## src/design/qrs_pkg.sv

```systemverilog
// shared types, widths and helpers for the quadratic root solver
package qrs_pkg;

  // number format
  localparam int WORD_BITS = 32;
  localparam int FRAC_BITS = 16;
  localparam int EPS_W     = 16;
  localparam logic [EPS_W-1:0] EPS_RESET = EPS_W'(7);

  // square root chain: discriminant is below 2^(2W+1), root below 2^(W+1)
  localparam int ROOT_W   = WORD_BITS + 1;
  localparam int RAD_W    = 2 * ROOT_W;
  localparam int SQ_REM_W = ROOT_W + 2;
  localparam int SQ_STEPS = ROOT_W;

  // divider chain: numerator magnitude below 2^(W+2), divisor up to 2^W
  localparam int NUM_W     = WORD_BITS + 2;
  localparam int DVD_W     = NUM_W + FRAC_BITS;
  localparam int DEN_W     = WORD_BITS + 1;
  localparam int DIV_STEPS = DVD_W;

  typedef enum logic [1:0] {
    CNT_NONE = 2'd0,
    CNT_ONE  = 2'd1,
    CNT_TWO  = 2'd2,
    CNT_INF  = 2'd3
  } count_e;

  // one square root step state
  typedef struct packed {
    logic [SQ_REM_W-1:0] rem;
    logic [ROOT_W-1:0]   root;
    logic [RAD_W-1:0]    rad;
  } sq_t;

  // one divider step state: rq holds remaining dividend bits and quotient bits
  typedef struct packed {
    logic [DEN_W-1:0] rem;
    logic [DVD_W-1:0] rq;
    logic [DEN_W-1:0] den;
  } dv_t;

  // sideband carried alongside the square root chain
  typedef struct packed {
    logic [WORD_BITS-1:0] b;
    logic [WORD_BITS-1:0] am;
    logic [WORD_BITS-1:0] bm;
    logic [WORD_BITS-1:0] cm;
    logic                 a_neg;
    logic                 lin;
    logic                 lin_neg;
    logic                 bm_gt;
    logic                 cm_le;
    logic                 have;
  } sq_side_t;

  // sideband carried alongside the divider chain
  typedef struct packed {
    logic lin;
    logic bm_gt;
    logic cm_le;
    logic have;
    logic neg1;
    logic neg2;
  } dv_side_t;

  // one finished result
  typedef struct packed {
    count_e               count;
    logic [WORD_BITS-1:0] r1;
    logic [WORD_BITS-1:0] r2;
    logic                 ovf;
  } res_t;

  // magnitude of a two's complement word
  function automatic logic [WORD_BITS-1:0] mag_f(input logic [WORD_BITS-1:0] v);
    mag_f = v[WORD_BITS-1] ? (~v + 1'b1) : v;
  endfunction

endpackage

```

## src/design/qrs_div_cell.sv

```systemverilog
// one restoring division step, registered
module qrs_div_cell import qrs_pkg::*; (
  input  logic clk_i,
  input  logic en_i,
  input  dv_t  d_i,
  output dv_t  q_o
);

  logic [DEN_W:0] cur;
  logic           take;
  dv_t            cell_d;
  dv_t            cell_q;

  // shift in the next dividend bit, subtract divisor when it fits
  always_comb begin
    cur  = {d_i.rem, d_i.rq[DVD_W-1]};
    take = (cur >= {1'b0, d_i.den});
    cell_d.rem = take ? DEN_W'(cur - {1'b0, d_i.den}) : cur[DEN_W-1:0];
    cell_d.rq  = {d_i.rq[DVD_W-2:0], take};
    cell_d.den = d_i.den;
  end

  always_ff @(posedge clk_i) begin
    if (en_i) cell_q <= cell_d;
  end

  assign q_o = cell_q;

endmodule
```

## config.mk

```make
export PLATFORM = sky130hd
export DESIGN_NAME = qrs_div_cell
export DESIGN_NICKNAME = d
export VERILOG_FILES = /design/src/design/qrs_pkg.sv /design/src/design/qrs_div_cell.sv
export SDC_FILE = /design/constraint.sdc
export NUM_CORES = 1
export LEC_CHECK = 0
export ABC_AREA = 1
export ABC_CLOCK_PERIOD_IN_PS = 2100
export BUFFER_PORTS_ARGS = -buffer_cell sky130_fd_sc_hd__buf_2
export CAP_MARGIN = 20
export CORE_UTILIZATION = 51
export CTS_CLUSTER_DIAMETER = 200
export CTS_CLUSTER_SIZE = 16
export DETAILED_ROUTE_END_ITERATION = 7
export GPL_TIMING_DRIVEN = 0
export PLACE_DENSITY = 0.8
export SYNTH_ARGS = -nofsm -noshare
export SYNTH_HDL_FRONTEND = slang
export SYNTH_SLANG_ARGS = --single-unit
```

## constraint.sdc

```tcl
create_clock -name clk_i -period 2.1 [get_ports clk_i]
set_clock_uncertainty 0.05 [all_clocks]
set_input_delay 0.105 -clock clk_i [delete_from_list [all_inputs] [get_ports clk_i]]
set_output_delay 0.105 -clock clk_i [all_outputs]
set_load 0.01 [all_outputs]
```

* Yosys cells after proc, flatten, opt, wreduce, memory -nomap -nowiden
Cells that the tools add are included.
** Word-level totals
- Logic and storage cells :: 6
- RAM bits :: 0
- Bits in registers :: 116
- Bits of input ports :: 118
- Latch bits :: 0
- Bits in read-only memories :: 0
- Memories :: 0
- Output and inout port bits :: 116
** Operators by class
- Reductions and logical operators :: 0
- Mux-type cells :: 1
- Div/mod/pow operators :: 0
- Order comparisons :: 1
- $mul :: 0
- Shift-type cells :: 0
- Eq/ne operators :: 0
- Bitwise logic cells :: 0
- Add/subtract/negate cells :: 1
** Operator list (count)
- 34-bit by 33-bit >= comparator with 1-bit output :: 1
- 33-bit 2-to-1 mux :: 1
- 33-bit subtractor :: 1

* Logic depth before layout (Yosys ltp)
- Depth after elaboration :: 2
- Depth in mapped cells :: 15
- Gate-level depth less buffers :: 15

* Worst setup path before layout
No wires, ideal clock.
- Kind :: in2reg
- From :: input d_i[82] (netlist name)
- To :: register cell_q (netlist bit q_o[108]) (data pin)
- Setup slack :: 0.301 ns
- Data arrival time :: 1.496 ns
- Buffers on the path :: 1
- Cell stages on the path :: 13
- Required time :: 1.798 ns
- Setup time :: 0.252 ns
- Path through :: inv_1 > ha_1 > inv_1 > fa_1 > nand3_1 > nand3_2 > nand2_1 > nand2_2 > nand2_4 > nand2_8 > buf_12 > nand3_2 > nand2_1
** RTL lines
- start: declaration :: RTL line qrs_div_cell.sv:5 : input dv_t d_i,
- end signal: assignment :: RTL line qrs_div_cell.sv:24 : if (en_i) cell_q <= cell_d;
- end: declaration :: RTL line qrs_div_cell.sv:12 : dv_t cell_q;

==> results.toml <==
[status]
status = "complete, no violations"

[floorplanning]
die_x_um = 117
core-area_um2 = 12800
chipHeight_um = 117
ioPinCount = 234
dieArea_um2 = 13800
initial_utilization_pct = 53.0
num_rows = 41

[synthesis]
synth_nets = 947
synthCells = 795
synth_seq_area_share_pct = 51.2
synth-seq-cells = 116
ys_warn_count = 0
synth_cell_types = 29
syn_area_um2 = 6800
syn_area_per_cell_um2 = 8.55

[placed_design]
portBuffers = 233
placed_area_um2 = 8210
gp_congestion = 0.906
hpwl_um = 14300

[global_routing]
grtUsageMet2_pct = 57.9
grt_first_pass_wirelength_um = 35500
grt_busiest_layer = "met2"
antenna_found_initial = 1
grt_util_met3_pct = 7.66
track_usage_pct = 33.8
grt_pass1_vias = 6710
globalRouteOverflowTotal = 0
grt_max_degree = 69
use_met1_pct = 40.2

[critical_path]
cp_data_required_time_ps = 2210
critical_path_arrival_ps = 2160
cp_max_fo = 10
crit_type = "in -> reg"
critPathCaptureType = "register"
startpoint = "d_i[114]"
startpoint_type = "primary input"

[finish]
syn_to_final_growth_pct = 46.4
final-seq-area_um2 = 3480
fin_util_pct = 77.6
fin_nets = 1313
multi_input_area_um2 = 2680
diodes = 0
final_common_cell = "nand2_1"
final_cell_mix = "nand2_1 (288), buf_2 (232), inv_1 (154), edfxtp_1 (116), dlygate4sd3_1 (112)"
drive_above_1_share_pct = 27.3
fillCellCount = 886
largest_reg_flops = 116
stdcell_area_um2 = 9950

[clocking]
clock_sinks = 116
numCtsBuffers = 17
clkTransAtPathRegs_ps = 60
clk_path_buf_depth = 2
clockRootBuffer = "clkbuf_16"
cts_tree = "built"
h-tree-depth = 4

[sta]
slew_headroom_pct = 54.2
setup_violations = 0
tightestPinTransition_ps = 687
fin_crit_ps = 2040
clock.fmax_ghz = 0.489
slew_viol_final = 0
fin_crit_sh_pct = 97.3
hold_viol_final = 0

[routing]
dr_total_vias = 6720
drc = 0
avgViaCountPerCell = 4.99
drt_iter0_drc = 543
dr.pass1.iters = 6
drtAntennaViolNets = 0
routedWlPerCell_um = 16.9
drt_wl_total_um = 22700

[power_and_ir_drop]
p_per_area_nw_per_um2 = 744
leakage_nw = 5.14
ir_drop_mv = 0.535
finalPower_mw = 7.40

[flow_run]
drv_cap = 0

[hold_path]
worst_hold_path_type = "in -> reg"
hp-start = "d_i[82]"
-- critical path, cell delays in order --
cell	delay, ps
dlygate4sd3_1	530
buf_2	140
ha_4	270
inv_2	50
nor3_4	190
nand2_2	110
nor3_4	160
nand2_4	140
buf_4	220
nand3_1	120
nand2_1	90
-- path summary, 6_finish.rpt --
kind | end | slack, ps | cells after the start
setup / recovery | q_o[94] | 60 | 11
hold / removal | q_o[83] | 20 | 3
-- where the power goes --
| group | leakage [nW] | switching, mW | internal (mW) | total [mW] |
|---|---|---|---|---|
| combinational | 3.73 | 1.02 | 0.704 | 1.73 |
| sequential | 1.13 | 0.0740 | 2.83 | 2.91 |
| clock | 0.272 | 1.14 | 1.63 | 2.77 |
-- area by class of cell --
type | count | share of cell area [%]
Buffer | 9 | 0.918
Clock buffer | 17 | 4.27
Clock inverter | 15 | 1.31
Inverter | 160 | 6.03
Multi-Input combinational cell | 510 | 26.9
Sequential cell | 116 | 35.0
Tap cell | 172 | 2.16
Timing Repair Buffer | 347 | 23.4
-- what timing repair did --
item                                    4_1_cts  5_1_grt
hold buffers                                112        0
endpoints found under the setup margin        0       31
buffers inserted                              0        1
resized for setup                             0       19
endpoints found under the hold margin       112        0
-- synthesized netlist by cell type --
master	n	area, um^2
nand3_2	15	150
nand3b_1	10	75.1
ha_1	33	413
buf_2	6	30.0
nand4_1	2	12.5
and2_1	5	31.3
and3_1	1	6.26
nor2_2	4	25.0
edfxtp_1	116	3480
o21ai_0	1	5.00
nand2_1	289	1080
nand2_8	1	20.0
xor2_1	13	114
inv_2	5	18.8
xnor2_1	1	8.76
nor2_1	35	131
a21o_1	2	15.0
or2_2	2	12.5
nor3_1	8	40.0
nand2_2	6	37.5
buf_6	2	22.5
inv_1	155	582
nand3_1	54	270
nor2_4	2	22.5
nand2_4	1	11.3
a21oi_1	21	105
nor3_2	3	30.0
buf_12	1	20.0
fa_1	1	20.0
-- per-layer routing --
| layer | up-vias | part of all wire, % |
|---|---|---|
| met3 | 83 | 7.5 |
| met2 | 343 | 48 |
| met4 | 2 | 4.7 |
| met5 | - | 0.066 |
| li1 | 3258 | - |
| met1 | 3034 | 40 |
-- through the flow --
stage / hold slack (ps) / std cells / worst slack, ps / TNS [ps]
floorplan: 154 / 795 / 301 / 0
global placement: 232 / 1200 / -326 / -40460
detailed placement: 233 / 1201 / -195 / -4210
CTS: 12.1 / 1345 / 16.5 / 0
global route: 40.1 / 1346 / -8.87 / -10.5
finish: 19.9 / 1346 / 56.5 / 0
-- cell families (layout without fill, tap and decap cells) --
family          after synthesis  count (layout)  synth area share [%]
simple gates                438             438                  28.8
flops                       116             116                  51.2
fa+ha+maj                    34              34                  6.37
buf+inv                     169             548                  9.90
xor+xnor                     14              14                  1.80
compound gates               24              24                  1.84
Note: power is estimated with default switching activity, not from simulation.
