File: config.mk
export PLATFORM = sky130hd
export DESIGN_NAME = qrs_sqrt_cell
export DESIGN_NICKNAME = d
export VERILOG_FILES = /design/src/design/qrs_pkg.sv /design/src/design/qrs_sqrt_cell.sv
export SDC_FILE = /design/constraint.sdc
export NUM_CORES = 1
export LEC_CHECK = 0
export ABC_AREA = 1
export BUFFER_PORTS_ARGS = -buffer_cell sky130_fd_sc_hd__buf_2
export CAP_MARGIN = 20
export CELL_PAD_IN_SITES_DETAIL_PLACEMENT = 2
export CELL_PAD_IN_SITES_GLOBAL_PLACEMENT = 2
export CORE_MARGIN = 8
export CORE_UTILIZATION = 29
export CTS_CLUSTER_DIAMETER = 120
export DETAILED_ROUTE_END_ITERATION = 6
export PLACE_DENSITY_LB_ADDON = 0.15
export RECOVER_POWER = 100
export SLEW_MARGIN = 20
export SYNTH_ARGS = -nofsm -noshare
export SYNTH_HDL_FRONTEND = slang
export SYNTH_SLANG_ARGS = --single-unit
export TNS_END_PERCENT = 20
File: constraint.sdc
create_clock -name clk_i -period 2 [get_ports clk_i]
set_input_delay 0.1 -clock clk_i [delete_from_list [all_inputs] [get_ports clk_i]]
set_output_delay 0.1 -clock clk_i [all_outputs]
set_load 0.1 [all_outputs]
File: src/design/qrs_pkg.sv
// shared types, widths and helpers for the quadratic root solver
package qrs_pkg;

  // number format
  localparam int WORD_BITS = 32;
  localparam int FRAC_BITS = 16;
  localparam int EPS_W     = 16;
  localparam logic [EPS_W-1:0] EPS_RESET = EPS_W'(7);

  // square root chain: discriminant is below 2^(2W+1), root below 2^(W+1)
  localparam int ROOT_W   = WORD_BITS + 1;
  localparam int RAD_W    = 2 * ROOT_W;
  localparam int SQ_REM_W = ROOT_W + 2;
  localparam int SQ_STEPS = ROOT_W;

  // divider chain: numerator magnitude below 2^(W+2), divisor up to 2^W
  localparam int NUM_W     = WORD_BITS + 2;
  localparam int DVD_W     = NUM_W + FRAC_BITS;
  localparam int DEN_W     = WORD_BITS + 1;
  localparam int DIV_STEPS = DVD_W;

  typedef enum logic [1:0] {
    CNT_NONE = 2'd0,
    CNT_ONE  = 2'd1,
    CNT_TWO  = 2'd2,
    CNT_INF  = 2'd3
  } count_e;

  // one square root step state
  typedef struct packed {
    logic [SQ_REM_W-1:0] rem;
    logic [ROOT_W-1:0]   root;
    logic [RAD_W-1:0]    rad;
  } sq_t;

  // one divider step state: rq holds remaining dividend bits and quotient bits
  typedef struct packed {
    logic [DEN_W-1:0] rem;
    logic [DVD_W-1:0] rq;
    logic [DEN_W-1:0] den;
  } dv_t;

  // sideband carried alongside the square root chain
  typedef struct packed {
    logic [WORD_BITS-1:0] b;
    logic [WORD_BITS-1:0] am;
    logic [WORD_BITS-1:0] bm;
    logic [WORD_BITS-1:0] cm;
    logic                 a_neg;
    logic                 lin;
    logic                 lin_neg;
    logic                 bm_gt;
    logic                 cm_le;
    logic                 have;
  } sq_side_t;

  // sideband carried alongside the divider chain
  typedef struct packed {
    logic lin;
    logic bm_gt;
    logic cm_le;
    logic have;
    logic neg1;
    logic neg2;
  } dv_side_t;

  // one finished result
  typedef struct packed {
    count_e               count;
    logic [WORD_BITS-1:0] r1;
    logic [WORD_BITS-1:0] r2;
    logic                 ovf;
  } res_t;

  // magnitude of a two's complement word
  function automatic logic [WORD_BITS-1:0] mag_f(input logic [WORD_BITS-1:0] v);
    mag_f = v[WORD_BITS-1] ? (~v + 1'b1) : v;
  endfunction

endpackage

File: src/design/qrs_sqrt_cell.sv
// one digit-by-digit square root step, registered
module qrs_sqrt_cell import qrs_pkg::*; (
  input  logic clk_i,
  input  logic en_i,
  input  sq_t  d_i,
  output sq_t  q_o
);

  logic [SQ_REM_W+1:0] cur;
  logic [SQ_REM_W+1:0] trial;
  logic                take;
  sq_t                 cell_d;
  sq_t                 cell_q;

  // bring down two radicand bits, try root*4+1
  always_comb begin
    cur    = {d_i.rem, d_i.rad[RAD_W-1 -: 2]};
    trial  = {{(SQ_REM_W-ROOT_W){1'b0}}, d_i.root, 2'b01};
    take   = (cur >= trial);
    cell_d.rem  = take ? SQ_REM_W'(cur - trial) : cur[SQ_REM_W-1:0];
    cell_d.root = {d_i.root[ROOT_W-2:0], take};
    cell_d.rad  = {d_i.rad[RAD_W-3:0], 2'b00};
  end

  always_ff @(posedge clk_i) begin
    if (en_i) cell_q <= cell_d;
  end

  assign q_o = cell_q;

endmodule

After elaboration in Yosys (flattened, before gate mapping) --
Index checks and enable logic that the tools add are counted.
Word-level totals: register bits 132, input port bits 136, output and inout bits 134, word-level logic and storage cells 6
Cells by class: add/subtract/negate cells 1, $lt $le $gt $ge 1, muxes and demuxes 1
Operators with widths (number):
- $ge A37 B35 Y1 | 1
- $mux W35 | 1
- $sub A35 B35 Y35 | 1

Logic depth before layout (Yosys ltp) --
Gate-level depths: netlist of the first run.
word-level depth 2, mapped depth 16, mapped depth without buffers 15

Worst setup path before layout of the first run --
OpenSTA, ideal clock, no wires.
path kind in2reg, start point input d_i[80] (netlist bit), end point register cell_q, in the netlist q_o[125], data pin, library setup time 0.252 ns, arrival time 1.499 ns, data required time 1.748 ns, setup slack 0.249 ns, stages 13, buffers on the path 1, cells stage by stage inv_1 > ha_1 > nand2_1 > inv_2 > nand2_1 > nand2_1 > a21oi_2 > nand2_1 > nand2_1 > nand4_4 > buf_8 > nand3_2 > nand2_1
RTL lines:
- start, declared | line qrs_sqrt_cell.sv:5 | input sq_t d_i,
- end signal, assigned | line qrs_sqrt_cell.sv:26 | if (en_i) cell_q <= cell_d;
- end, declared | line qrs_sqrt_cell.sv:13 | sq_t cell_q;

==> metrics, run 1 <==
H-tree depth 4; largest net degree at the start of global routing 49; global-route wire length before repair 52360 um; final RePlAce weighted congestion 0.8248; drt via density around 4.6; # IOs 270; startpoint types input port; wire length per cell around 21 um; max-slew violations 0; Hold Fails Final Rpt 0; grt ovf 0; top routing layer in use met5; share of cells above drive strength 1 27.40%; Mapped Avg Cell Area 9.327 um2; post-route setup slack approximately 160 ps; Max Clk Rate 542.2 MHz; worst-case clock buffer depth 2; synth unique cells 34; flops & latches, synth 132; Largest register FFs 132; Post-CTS Setup Bufs 0; post-cts sizing count 0; yosys warns 0; vias in the first global route 8645; period utilization 92.21%; M1 WL 14460 um; Nets 1472; Root Driver clkbuf_16; GRT Total Usage 21.85%; Async S/R FF share, synth 0%; Max Cap Viol 0; number of DRC markers in iteration 0 257; status finished clean; DIE WIDTH 177 um; Req. time, crit path 2170 ps; critical path class in2reg; most common flop cell mapped by yosys edfxtp_1; DPL Wire Length 24440 um; cells after synthesis 806; DR pass1 iterations 4; core area between 0.02 and 0.03 mm2; max_slew headroom 3.054%; Post-Syn Area 0.007517 mm2; fin crit period 1844 ps; CP Max Fanout 8; WL final 34350 um; initial antenna violation count 4; routed wl met3 1858 um; port bufs 267; CP Data Arrival Time between 2000 and 2500 ps; Placement Setup Slack -234.4 ps; number of synthesized flops with an enable pin approximately 130; RSZ-0062 raised after global routing no; Cell Pwr Density 938.8 mW/mm2; HP Class in2reg; number of fill cells in the layout 2914; Worst-path clk slew ~70 ps; DRC violations left 0; Detail Route Antenna Nets 0; P_leak ~0.0055 uW; die height about 180 um; num rows 59; via count ~7600; Die ar. 0.03133 mm2; met2 WL 17750 um; Peak VDD IR 0.0005538 V; register area share after synthesis a little over half; clk sink count 132; Inserted Clock Buffers 17; initial core utilization 29.18%; Critical Path End Type flop; P&R area growth vs syn 52.91%; final setup vio count 0; end-of-flow core utilization ~45%; CTS tree built; slew of the pin with the lowest slew margin about 1500 ps
[through the flow]
step                setup TNS [ps]  power [uW]  std cells  instance area (um2)  hold slack [ps]
global route                     0       11180       1649                11490            22.64
CTS                              0       10860       1649                11750           0.6209
floorplan                        0        6284        807                 7521            198.9
detailed placement           -7031        7367       1510                10090            278.4
global placement             -4982        7290       1510                10090            276.2
finish                           0       10790       1650                11490            13.56
[synth_stat cells, drive strengths merged (3+ instances only)]
library cell | number | share of area, %
nor4 | 3 | 0.25
o21bai | 7 | 0.70
buf | 12 | 1.7
a21oi | 26 | 1.8
nand2 | 269 | 14
nand3b | 8 | 0.80
ha | 35 | 5.8
nand4 | 7 | 0.78
nor3 | 6 | 0.55
inv | 129 | 6.4
edfxtp | 132 | 53
nor2 | 63 | 3.6
xor2 | 16 | 1.9
o21ai | 6 | 0.40
nand3 | 80 | 8.1
[critical path, stage by stage]
cell	delay [ps]
clkbuf_1	120
inv_1	70
ha_1	360
nand2_1	120
nor2_1	210
nand2_1	160
nor3_1	170
nand3_1	90
and3_1	200
buf_4	200
nand3_1	120
nand2_1	80
[area by class of cell]
class | instances | area, um2 | area share, %
Clock inverter | 14 | 162.7 | 1.415
Multi-Input combinational cell | 533 | 2823 | 24.56
Sequential cell | 132 | 3964 | 34.48
Timing Repair Buffer | 487 | 3207 | 27.90
Tap cell | 335 | 419.2 | 3.646
Inverter | 130 | 488.0 | 4.245
Clock buffer | 18 | 429.2 | 3.734
Antenna cell | 1 | 2.502 | 0.02177
[placed cells by master, fill, tap and decap left out, types with 3 or more instances in the layout]
master	count
nand3_1	62
buf_4	101
clkinvlp_4	4
clkbuf_1	96
a21oi_1	24
buf_2	109
nand2_1	259
inv_6	7
nand3_2	18
o21ai_0	5
nand2_2	9
nor2_2	8
o21bai_1	7
nand3b_1	8
ha_1	35
dlygate4sd3_1	107
nand4_1	6
nor3_1	5
nor2_1	53
clkbuf_2	62
inv_2	4
clkbuf_16	17
clkbuf_4	4
nor4_1	3
inv_1	125
xor2_1	16
buf_12	5
edfxtp_1	132
[cell families after synthesis]
group	Yosys count	share of synthesized area, %
xor+xnor	17	1.981
buf+inv	142	8.239
fa+ha+maj	35	5.826
simple gates	438	28.05
other cells	1	0.04989
compound gates	41	3.129
flops	132	52.73
[where the power goes]
group	switching (uW)	internal [uW]	leakage, uW	total (uW)
Sequential	98.5	3380	0.00129	3480
Clock	1460	1880	0.000277	3340
Combinational	3070	907	0.00395	3980
[final timing paths]
| check | from | to | cells after the start |
|---|---|---|---|
| worst max-delay path | d_i[76] | q_o[121]$_DFFE_PP_ | 12 |
| worst min-delay path | d_i[131] | q_o[133]$_DFFE_PP_ | 3 |
[per-layer routing]
layer  up-vias  GRT usage (%)
met1      3724          25.16
li1       3616              -
met3        21          5.185
met5         -              0
met4         6          3.433
met2       206          40.78
[what timing repair did]
item,4_1_cts,5_1_grt
hold buffers,107,0
setup endpoints to repair,0,0
endpoints found under the hold margin,107,0
Power figures use the tool's default switching activity.
==> inputs of run 2 (changes only) <==
CORE_UTILIZATION = 26   (was 29)
HOLD_SLACK_MARGIN = 0.03   (was unset)
clock period = 1.6 ns   (was 2 ns; I/O delays follow)
==> metrics, run 2 (same netlist as run 1, synthesis figures left out) <==
Slowest-stage cell, CP ha_4; final setup vio count 0 (unchanged); CP Max Fanout 4 (-4); Die ar. 0.03461 mm2 (+10%); num rows 62 (+5.1%); RSZ-0062 raised after global routing yes; critical path class in2reg; wire length per cell 20.63 um (-0.88%); clk sink count 132 (unchanged); max-slew violations 0 (unchanged); Largest register FFs 132 (unchanged); Worst-path clk slew 70 ps (about the same); Cell Pwr Density 1079 mW/mm2 (+15%); Placed Instance Area 0.01092 mm2 (+8.3%); Inserted Clock Buffers 17 (unchanged); WHS 44.40 ps (+30.85 ps); slowest stage delay, CP 310 ps (-50 ps); vias in the first global route 8806 (+1.9%); # IOs 270 (unchanged); post-route design area 0.01312 mm2 (+14%); core area 0.02863 mm2 (+11%); fin crit period about 1600 ps; final RePlAce weighted congestion 0.8294 (+0.56%); CP Data Arrival Time 1780 ps (-230 ps); slew of the pin with the lowest slew margin 600.9 ps (-853.3 ps); max_slew headroom 59.94% (+57 points); Max Cap Viol 0 (unchanged); Worst path top cell family by delay simple AND/OR/NAND/NOR gates; Max Clk Rate approximately 630 MHz; Detail Route Antenna Nets 0 (unchanged); HP Class in2reg; Critical Path End Type flop; largest net degree at the start of global routing 57 (+16%); DPL Wire Length 25160 um (+2.9%); period utilization between 90% and 100%; share of cells above drive strength 1 47.35% (+20 points); port bufs 267 (unchanged); DRC violations left 0 (unchanged); most common cell after layout, fill and taps aside nand2_1; DR pass1 iterations 4 (unchanged); Root Driver clkbuf_16; initial core utilization 26.26% (-2.9 points); GRT Total Usage 19.99% (-1.9 points); Peak VDD IR 0.0005131 V (-7.4%); global-route wire length before repair 52170 um (-0.36%); cells along the critical path buf_4 -> ha_4 -> nand2_4 -> buf_6 -> buf_6 -> nor2_4 -> inv_2 -> buf_6 -> nor4_4 -> nand2_2 -> nand2_2 -> nand2_2 -> nand3_4 -> nand2_2; Nets 1514 (+2.9%); CTS tree built; die height 186.0 um (+5.1%); Crit path buffers/inverters 5 (+2); startpoint types input port; drt via density 4.439 (-3.3%); H-tree depth 4 (unchanged); commonest cells after routing, fill and taps aside nand2_1, buf_4, clkbuf_2; grt ovf 0 (unchanged); worst-case clock buffer depth 2 (unchanged); P_leak 0.006149 uW (+11%); Req. time, crit path 1790 ps (-380 ps); status finished clean; Hold Fails Final Rpt 0 (unchanged); via count 7732 (+2.1%); initial antenna violation count 4 (unchanged); WL final 35950 um (+4.6%); DIE WIDTH 186.0 um (+5.1%); Most Frequent Cell on Critical Path nand2_2; P&R area growth vs syn 74.50%; number of DRC markers in iteration 0 210 (-18%)
-- run 2: cell types whose count changed in the layout (fill, tap and decap cells not counted), moves of 13 or more --
| cell | previous run | this run |
|---|---|---|
| inv_1 | 125 | 102 |
| buf_4 | 101 | 138 |
| nor2_1 | 53 | 40 |
| nand2_1 | 259 | 214 |
| nand2_2 | 9 | 38 |
| ha_4 | 0 | 33 |
| ha_1 | 35 | 2 |
| inv_2 | 4 | 22 |
| nand3_1 | 62 | 32 |
| clkbuf_1 | 96 | 24 |
| clkbuf_2 | 62 | 134 |
| nand3_2 | 18 | 47 |
| nand2_4 | 1 | 17 |
-- run 2: final cells by class --
class / instances / area [um2]
multi-input cells: 533 / 3809
inverters: 130 / 515.5
diodes: 2 / 5.005
fillers: 3093 / 15510
flip-flops and latches: 132 / 3964
well taps: 384 / 480.5
repair buffers: 529 / 3750
clock inverters: 14 / 165.2
clock buffers: 18 / 429.2
-- run 2: metrics by stage --
step                power (uW)  instances  util (%)  setup TNS [ps]  worst slack, ps
finish                   14150       1742     45.83               0            7.782
CTS                      14020       1726     43.99          -91.98           -59.17
floorplan                 8048        807         -          -295.5           -11.29
detailed placement        9555       1590     38.16          -16340           -762.8
global route             14720       1741     45.82          -975.6           -60.75
global placement          9454       1590     38.16          -15350           -701.8
-- run 2: path summary, 6_finish.rpt --
path | from | endpoint | slack (ps) | depth (start not counted)
worst min-delay path | d_i[113] | q_o[115]$_DFFE_PP_ | 40 | 3
worst max-delay path | d_i[109] | q_o[126]$_DFFE_PP_ | 8 | 14
-- run 2: where the power goes --
group / total, uW / internal (uW) / switching [uW]
sequential: 4340 / 4220 / 120
combinational: 5610 / 1530 / 4080
clock: 4200 / 2350 / 1840
-- run 2: metal layers --
metal,routed length [um],track usage (%)
met1,14710,22.84
met2,18680,36.71
met3,2059,5.095
met4,453,4.732
met5,47,0
-- run 2: timing repair --
item                                    CTS  global route
setup buffers                             0             9
hold endpoints to repair                116             0
resized for setup                        11            94
hold buffers                            104             0
cloned                                    0             5
pin swaps                                 0            24
endpoints found under the setup margin   14            35
